===== config.mk =====
export PLATFORM = sky130hd
export DESIGN_NAME = jpeg_header_size_scanner
export DESIGN_NICKNAME = d
export VERILOG_FILES = /design/src/design/jhss_pkg.sv /design/src/design/jpeg_header_size_scanner.sv
export VERILOG_INCLUDE_DIRS = /design/src /design/src/design
export SDC_FILE = /design/constraint.sdc
export NUM_CORES = 1
export LEC_CHECK = 0
export BUFFER_PORTS_ARGS = -buffer_cell sky130_fd_sc_hd__buf_4
export CAP_MARGIN = 20
export CORE_ASPECT_RATIO = 0.9
export CORE_MARGIN = 3
export CORE_UTILIZATION = 50
export DETAILED_ROUTE_END_ITERATION = 8
export PLACE_DENSITY = 0.67
export SETUP_SLACK_MARGIN = 0.05
export SLEW_MARGIN = 40
export SYNTH_ARGS = -nofsm -noshare
export SYNTH_HDL_FRONTEND = slang
export SYNTH_SLANG_ARGS = --single-unit

===== constraint.sdc =====
create_clock -name i_clk -period 4.5 [get_ports i_clk]
set_input_delay 0.9 -clock i_clk [delete_from_list [all_inputs] [get_ports i_clk]]
set_output_delay 0.9 -clock i_clk [all_outputs]
set_load 0.005 [all_outputs]

===== src/design/assert_macros.svh =====
// Assertion macros used by the RTL file jpeg_header_size_scanner.sv.
// Needs a clock named i_clk and an active-low reset named i_rst_n in scope.
`ifndef ASSERT_MACROS_SVH
`define ASSERT_MACROS_SVH

// Check a property on every clock edge outside reset.
`define ASSERT_CLK(lbl, prop, msg) \
    lbl: assert property (@(posedge i_clk) disable iff (!i_rst_n) (prop)) else $error(msg);

// Check a property on every clock edge, reset included.
`define ASSERT_ALWAYS(lbl, prop, msg) \
    lbl: assert property (@(posedge i_clk) (prop)) else $error(msg);

`endif


===== src/design/jhss_pkg.sv =====
// Types and constants for the JPEG header size scanner.
// No dependencies.
package jhss_pkg;

    localparam int unsigned PREFIX_SKIP_DEF       = 2;
    localparam int unsigned FRAME_HEADER_SKIP_DEF = 3;

    localparam int unsigned SKIP_W = 16;

    localparam logic [7:0] MK_PREFIX = 8'hFF;
    localparam logic [7:0] MK_STUFF  = 8'h00;
    localparam logic [7:0] MK_TEM    = 8'h01;
    localparam logic [7:0] MK_SOF0   = 8'hC0;
    localparam logic [7:0] MK_SOF2   = 8'hC2;
    localparam logic [7:0] MK_SOS    = 8'hDA;
    localparam logic [7:0] MK_RST0   = 8'hD0;
    localparam logic [7:0] MK_RST7   = 8'hD7;

    localparam logic [1:0] ST_FOUND = 2'd0;
    localparam logic [1:0] ST_SCAN  = 2'd1;
    localparam logic [1:0] ST_END   = 2'd2;

    typedef enum logic [11:0] {
        PH_PREFIX   = 12'b0000_0000_0001,
        PH_HUNT     = 12'b0000_0000_0010,
        PH_FILL     = 12'b0000_0000_0100,
        PH_LEN_HI   = 12'b0000_0000_1000,
        PH_LEN_LO   = 12'b0000_0001_0000,
        PH_PAYLOAD  = 12'b0000_0010_0000,
        PH_SOF_SKIP = 12'b0000_0100_0000,
        PH_H_HI     = 12'b0000_1000_0000,
        PH_H_LO     = 12'b0001_0000_0000,
        PH_W_HI     = 12'b0010_0000_0000,
        PH_W_LO     = 12'b0100_0000_0000,
        PH_DONE     = 12'b1000_0000_0000
    } t_phase;

endpackage


===== src/design/jpeg_header_size_scanner.sv =====
// JPEG header size scanner: finds the frame size in a byte stream.
// Depends on jhss_pkg and assert_macros.svh.
//
//  channel  | dir | fields (low bit up)
//  ---------+-----+-------------------------------------------
//  s_axis   | in  | tdata: data_byte[7:0]; tlast: last_byte
//  m_axis   | out | tdata: width[15:0], height[31:16]; tuser: status
//
// One byte per cycle while s_axis_tready is high: each item updates the phase
// machine and counters in the cycle it is accepted. A result is registered in
// the output register as its byte is accepted. s_axis_tready drops only while
// that register holds a result that m_axis does not take. Synchronous active-low
// reset and a file's last byte go to the prefix skip (hunt if PREFIX_SKIP=0).
`include "assert_macros.svh"

module jpeg_header_size_scanner #(
    parameter int unsigned PREFIX_SKIP       = jhss_pkg::PREFIX_SKIP_DEF,
    parameter int unsigned FRAME_HEADER_SKIP = jhss_pkg::FRAME_HEADER_SKIP_DEF
) (
    input  logic        i_clk,
    input  logic        i_rst_n,
    input  logic        s_axis_tvalid,
    output logic        s_axis_tready,
    input  logic [7:0]  s_axis_tdata,   // data_byte[7:0]
    input  logic        s_axis_tlast,   // last_byte
    output logic        m_axis_tvalid,
    input  logic        m_axis_tready,
    output logic [31:0] m_axis_tdata,   // width[15:0], height[31:16]
    output logic [1:0]  m_axis_tuser    // status[1:0]
);

    localparam jhss_pkg::t_phase RST_PHASE =
        (PREFIX_SKIP != 0) ? jhss_pkg::PH_PREFIX : jhss_pkg::PH_HUNT;
    localparam logic [jhss_pkg::SKIP_W-1:0] PREFIX_CNT = jhss_pkg::SKIP_W'(PREFIX_SKIP);
    localparam logic [jhss_pkg::SKIP_W-1:0] SOF_CNT    = jhss_pkg::SKIP_W'(FRAME_HEADER_SKIP);

    jhss_pkg::t_phase              r_phase, n_phase;
    logic [jhss_pkg::SKIP_W-1:0]   r_skip, n_skip;
    logic [7:0]                    r_len_hi, n_len_hi;
    logic [15:0]                   r_height, n_height;
    logic [15:0]                   r_width, n_width;

    logic                          r_out_valid;
    logic [31:0]                   r_out_data;
    logic [1:0]                    r_out_status;

    logic                          w_accept;
    logic                          w_res_valid;
    logic [1:0]                    w_res_status;
    logic [31:0]                   w_res_data;
    logic [15:0]                   w_len;
    logic                          w_done;

    assign s_axis_tready = !r_out_valid || m_axis_tready;
    assign w_accept      = s_axis_tvalid && s_axis_tready;
    assign w_len         = {r_len_hi, s_axis_tdata};

    always_comb begin
        n_phase      = r_phase;
        n_skip       = r_skip;
        n_len_hi     = r_len_hi;
        n_height     = r_height;
        n_width      = r_width;
        w_res_valid  = 1'b0;
        w_res_status = jhss_pkg::ST_FOUND;
        w_res_data   = '0;

        unique case (r_phase)
            jhss_pkg::PH_PREFIX, jhss_pkg::PH_PAYLOAD, jhss_pkg::PH_SOF_SKIP: begin
                if (r_skip > jhss_pkg::SKIP_W'(1)) begin
                    n_skip = r_skip - jhss_pkg::SKIP_W'(1);
                end else begin
                    n_skip  = '0;
                    n_phase = (r_phase == jhss_pkg::PH_SOF_SKIP) ? jhss_pkg::PH_H_HI
                                                                 : jhss_pkg::PH_HUNT;
                end
            end
            jhss_pkg::PH_HUNT: begin
                if (s_axis_tdata == jhss_pkg::MK_PREFIX) n_phase = jhss_pkg::PH_FILL;
            end
            jhss_pkg::PH_FILL: begin
                // fill bytes keep us here; anything else is the marker type
                if (s_axis_tdata != jhss_pkg::MK_PREFIX) begin
                    unique case (s_axis_tdata) inside
                        jhss_pkg::MK_STUFF, jhss_pkg::MK_TEM,
                        [jhss_pkg::MK_RST0:jhss_pkg::MK_RST7]: begin
                            n_phase = jhss_pkg::PH_HUNT;
                        end
                        jhss_pkg::MK_SOF0, jhss_pkg::MK_SOF2: begin
                            if (FRAME_HEADER_SKIP != 0) begin
                                n_skip  = SOF_CNT;
                                n_phase = jhss_pkg::PH_SOF_SKIP;
                            end else begin
                                n_phase = jhss_pkg::PH_H_HI;
                            end
                        end
                        jhss_pkg::MK_SOS: begin
                            n_phase      = jhss_pkg::PH_DONE;
                            w_res_valid  = 1'b1;
                            w_res_status = jhss_pkg::ST_SCAN;
                        end
                        default: begin
                            n_phase = jhss_pkg::PH_LEN_HI;
                        end
                    endcase
                end
            end
            jhss_pkg::PH_LEN_HI: begin
                n_len_hi = s_axis_tdata;
                n_phase  = jhss_pkg::PH_LEN_LO;
            end
            jhss_pkg::PH_LEN_LO: begin
                // length counts its own two bytes; skip only the payload
                if (w_len > 16'd2) begin
                    n_skip  = jhss_pkg::SKIP_W'(w_len - 16'd2);
                    n_phase = jhss_pkg::PH_PAYLOAD;
                end else begin
                    n_phase = jhss_pkg::PH_HUNT;
                end
            end
            jhss_pkg::PH_H_HI: begin
                n_height = {s_axis_tdata, 8'h00};
                n_phase  = jhss_pkg::PH_H_LO;
            end
            jhss_pkg::PH_H_LO: begin
                n_height = {r_height[15:8], s_axis_tdata};
                n_phase  = jhss_pkg::PH_W_HI;
            end
            jhss_pkg::PH_W_HI: begin
                n_width = {s_axis_tdata, 8'h00};
                n_phase = jhss_pkg::PH_W_LO;
            end
            jhss_pkg::PH_W_LO: begin
                n_width     = {r_width[15:8], s_axis_tdata};
                n_phase     = jhss_pkg::PH_DONE;
                w_res_valid = 1'b1;
                w_res_data  = {r_height, r_width[15:8], s_axis_tdata};
            end
            default: begin
                n_phase = jhss_pkg::PH_DONE;
            end
        endcase

        w_done = (n_phase == jhss_pkg::PH_DONE);

        if (s_axis_tlast) begin
            if (!w_done) begin
                w_res_valid  = 1'b1;
                w_res_status = jhss_pkg::ST_END;
                w_res_data   = '0;
            end
            // end of file: start over for the next one
            n_phase  = RST_PHASE;
            n_skip   = PREFIX_CNT;
            n_len_hi = '0;
            n_height = '0;
            n_width  = '0;
        end
    end

    always_ff @(posedge i_clk) begin
        if (!i_rst_n) begin
            r_phase     <= RST_PHASE;
            r_skip      <= PREFIX_CNT;
            r_len_hi    <= '0;
            r_height    <= '0;
            r_width     <= '0;
            r_out_valid <= 1'b0;
        end else begin
            if (w_accept) begin
                r_phase  <= n_phase;
                r_skip   <= n_skip;
                r_len_hi <= n_len_hi;
                r_height <= n_height;
                r_width  <= n_width;
            end
            if (w_accept && w_res_valid) begin
                r_out_valid <= 1'b1;
            end else if (m_axis_tready) begin
                r_out_valid <= 1'b0;
            end
        end
    end

    always_ff @(posedge i_clk) begin
        if (w_accept && w_res_valid) begin
            r_out_data   <= w_res_data;
            r_out_status <= w_res_status;
        end
    end

    assign m_axis_tvalid = r_out_valid;
    assign m_axis_tdata  = r_out_data;
    assign m_axis_tuser  = r_out_status;

    `ASSERT_CLK(a_last_restarts, w_accept && s_axis_tlast |=> r_phase == RST_PHASE, "last item did not restart the scan")
    `ASSERT_CLK(a_one_result, w_accept && r_phase == jhss_pkg::PH_DONE && !s_axis_tlast |-> !w_res_valid, "second result in one file")
    `ASSERT_CLK(a_zero_if_missing, r_out_valid && r_out_status != jhss_pkg::ST_FOUND |-> r_out_data == 32'd0, "size not zero without a frame header")
    `ASSERT_ALWAYS(a_reset_empty, !i_rst_n |=> !m_axis_tvalid, "output valid after reset")

endmodule


==> results.py <==
metrics = {
    "clocking": {
        "cts_hold_buf": 0,
        "cts_tree": "built",
        "cts_max_path_buffers": 2,
        "clk-insertion-delay-late_ps": 350,
        "post_cts_buffers": 0,
        "postCtsResizedCells": 0,
        "clk_pin_slew_worst_paths_ps": 70,
        "cts_max_level": 3,
        "clockRootBuffer": "clkbuf_16",
        "cts.sink_count": 95,
        "cts_made_buffers": 9,
    },
    "drt": {
        "dr.pass1.iters": 5,
        "wl_mm": 12.7,
        "wl_per_cell_um": 18.1,
        "drtIter0Drc": 421,
        "route.vias.total": 4202,
        "final_antenna_net_count": 0,
        "route.detailed.drc": 0,
        "vias_per_cell": 5.99,
    },
    "place": {
        "dp.cells": 685,
        "numPortBuffers": 48,
        "dp_hpwl_mm": 8.96,
        "gp_congestion": 0.961,
    },
    "floorplanning": {
        "ios": 49,
        "chipWidth_um": 112,
        "die_area_um2": 11400,
        "die_h_um": 102,
        "initial_utilization": 0.520,
        "num_rows": 34,
        "core_um2": 9780,
    },
    "finish": {
        "drive_gt1_frac": 0.155,
        "finalNetCount": 587,
        "final_cell_mix": "dfxtp_1, buf_4, nand2_1, and2_1, edfxtp_1",
        "final_common_cell": "dfxtp_1",
        "fin_cells": 701,
        "n_antenna_cell": 0,
        "syn_to_final_growth_pct": 13.9,
    },
    "pwr": {
        "p_leak_nw": 2.12,
        "power_density_nw_per_um2": 351,
        "worst_ir_drop_vdd_mv": 0.251,
    },
    "sta": {
        "hold_violations": 0,
        "period_minus_slack_ps": 2950,
        "max_freq_mhz": 339,
        "rsz0062_at_grt": "false",
        "relSlewSlack": 0.430,
        "finalSetupViolCount": 0,
        "worst_slew_pin_slew_ps": 853,
        "period_share": 0.656,
        "skew_ps": 7.19,
        "maxSlewViolCount": 0,
        "setup_tns_ps": 0,
    },
    "run_status": {
        "status": "complete, no violations",
    },
    "worst_setup_path": {
        "r2r-start": "r_phase[8]",
        "r2r-end": "m_axis_tdata[6]",
        "critPathArrivalTime_ps": 2950,
        "endpoint_kind": "register",
        "worstSetupStartpointType": "register",
        "worstSetupPathType": "reg2reg",
        "path_max_fanout": 34,
        "cp.required_ps": 4500,
        "r2r_slack_ps": 1550,
        "rr_worst_depth": 7,
        "critPathLaunch": "r_phase[8]",
        "crit_end": "m_axis_tdata[6]",
    },
    "global_routing": {
        "grt_max_degree": 60,
        "grt.overflow.total": 0,
        "grt_pass1_wl_mm": 20.4,
        "grt_use_total": 0.223,
        "grt_pass1_vias": 3889,
        "antenna_found_initial": 0,
    },
    "synth": {
        "syn-cell-area_um2": 5090,
        "syn_inst": 542,
        "ys_ff_latch": 95,
        "yosys_most_used_dff": "dfxtp_1",
        "synth.distinct_cells": 70,
        "seq_area_frac_synth": 0.440,
        "synth_enable_flop_cells": 34,
        "syn-num-nets": 559,
        "synth_area_per_cell_um2": 9.40,
        "ys_warn_count": 0,
        "synthArstFlopShare": 0,
    },
    "min_path": {
        "min_path_type": "reg2reg",
    },
    "flow_run": {
        "drv_cap": 0,
    },
}
-- stage by stage --
stage           util  power, mW  setup slack (ps)  hold slack (ps)  area [um^2]
3_3_place_gp   0.558       1.19              1510              449         5460
3_5_place_dp   0.558       1.20              1360              455         5460
6_report       0.593       2.03              1550              463         5800
5_1_grt        0.593       2.11              1420              485         5800
4_1_cts        0.592       2.05              1600              465         5790
2_1_floorplan      -       1.12               587              437         5090
-- sequential cells by signal, indices dropped and copies added, names as in the netlist --
signal and cells:
r_phase 12, r_len_hi 8, m_axis_tuser 2, r_width 8, m_axis_tdata 32, r_height 16, r_skip 16, m_axis_tvalid 1
-- logic make-up after synthesis --
family	count (synthesis)	synth area share
simple gates	259	0.289
buf+inv	43	0.0408
mux	9	0.0179
compound gates	107	0.159
xor+xnor	25	0.0430
fa+ha+maj	4	0.00983
flops	95	0.440
-- final cells by class --
cell class | instances | area, um^2
clock inverter | 7 | 108
clock buffer | 9 | 225
fill | 884 | 3980
timing repair buffer | 51 | 383
tap | 126 | 158
sequential | 95 | 2240
inverter | 9 | 33.8
multi-input combinational | 404 | 2650
-- metal layers --
metal	track usage	routed length, um	vias to the layer above
met5	0	0	-
met4	0.0758	226	0
met3	0.0412	749	18
met2	0.338	5720	141
met1	0.322	5980	2007
li1	-	-	2036
-- Yosys cell counts, types with 2 or more instances --
library cell	count	area share
edfxtp_1	34	0.20
xor2_1	7	0.012
mux2i_1	8	0.016
and2_1	49	0.060
nor4_1	14	0.017
a31oi_1	3	0.0037
a22o_1	11	0.019
a21oi_1	8	0.0079
o32a_1	2	0.0039
nand2b_1	2	0.0025
o211ai_1	2	0.0029
o31ai_1	10	0.015
nor4b_1	2	0.0034
or3_1	5	0.0061
a211oi_1	2	0.0029
o22ai_1	9	0.011
a22oi_1	2	0.0029
a21boi_0	4	0.0059
nor3_1	15	0.015
a221o_1	2	0.0039
o2111ai_1	2	0.0034
dfxtp_1	61	0.24
nor4b_4	2	0.0093
nor3b_1	4	0.0059
a32oi_1	2	0.0034
o21a_1	3	0.0044
nand3_1	26	0.026
buf_2	7	0.0069
clkbuf_1	22	0.016
inv_1	9	0.0066
buf_6	5	0.011
a21o_1	3	0.0044
nand4_1	7	0.0086
nor2b_1	28	0.034
nor2_1	34	0.025
or4_4	4	0.0088
nand2_1	50	0.037
xnor2_1	18	0.031
and3_1	4	0.0049
ha_1	4	0.0098
o221a_2	2	0.0044
o21ai_0	25	0.025
nand4b_1	2	0.0034
-- how the worst min path moves through the flow --
stage                      from  cells past startpoint          end  slack (ps)
finish              r_width[15]                      2  r_width[15]         460
global placement     r_width[9]                      2   r_width[9]         450
CTS                 r_width[10]                      2  r_width[10]         470
global route        r_width[15]                      2  r_width[15]         490
floorplan           r_width[10]                      2  r_width[10]         440
detailed placement  r_width[10]                      2  r_width[10]         460
-- power by group --
part	switching, mW	internal (mW)
combinational	0.146	0.101
sequential	0.0194	0.917
clock	0.353	0.499
total	0.518	1.52
-- worst max-delay path, cell delays in order, from the launching register on --
cell and delay [ps]:
dfxtp_1 410, nor4_2 690, nand4_1 330, or3_1 490
inv_1 100, a211oi_1 60, nor2_2 90, buf_4 410
(Power assumes the default switching activity.)
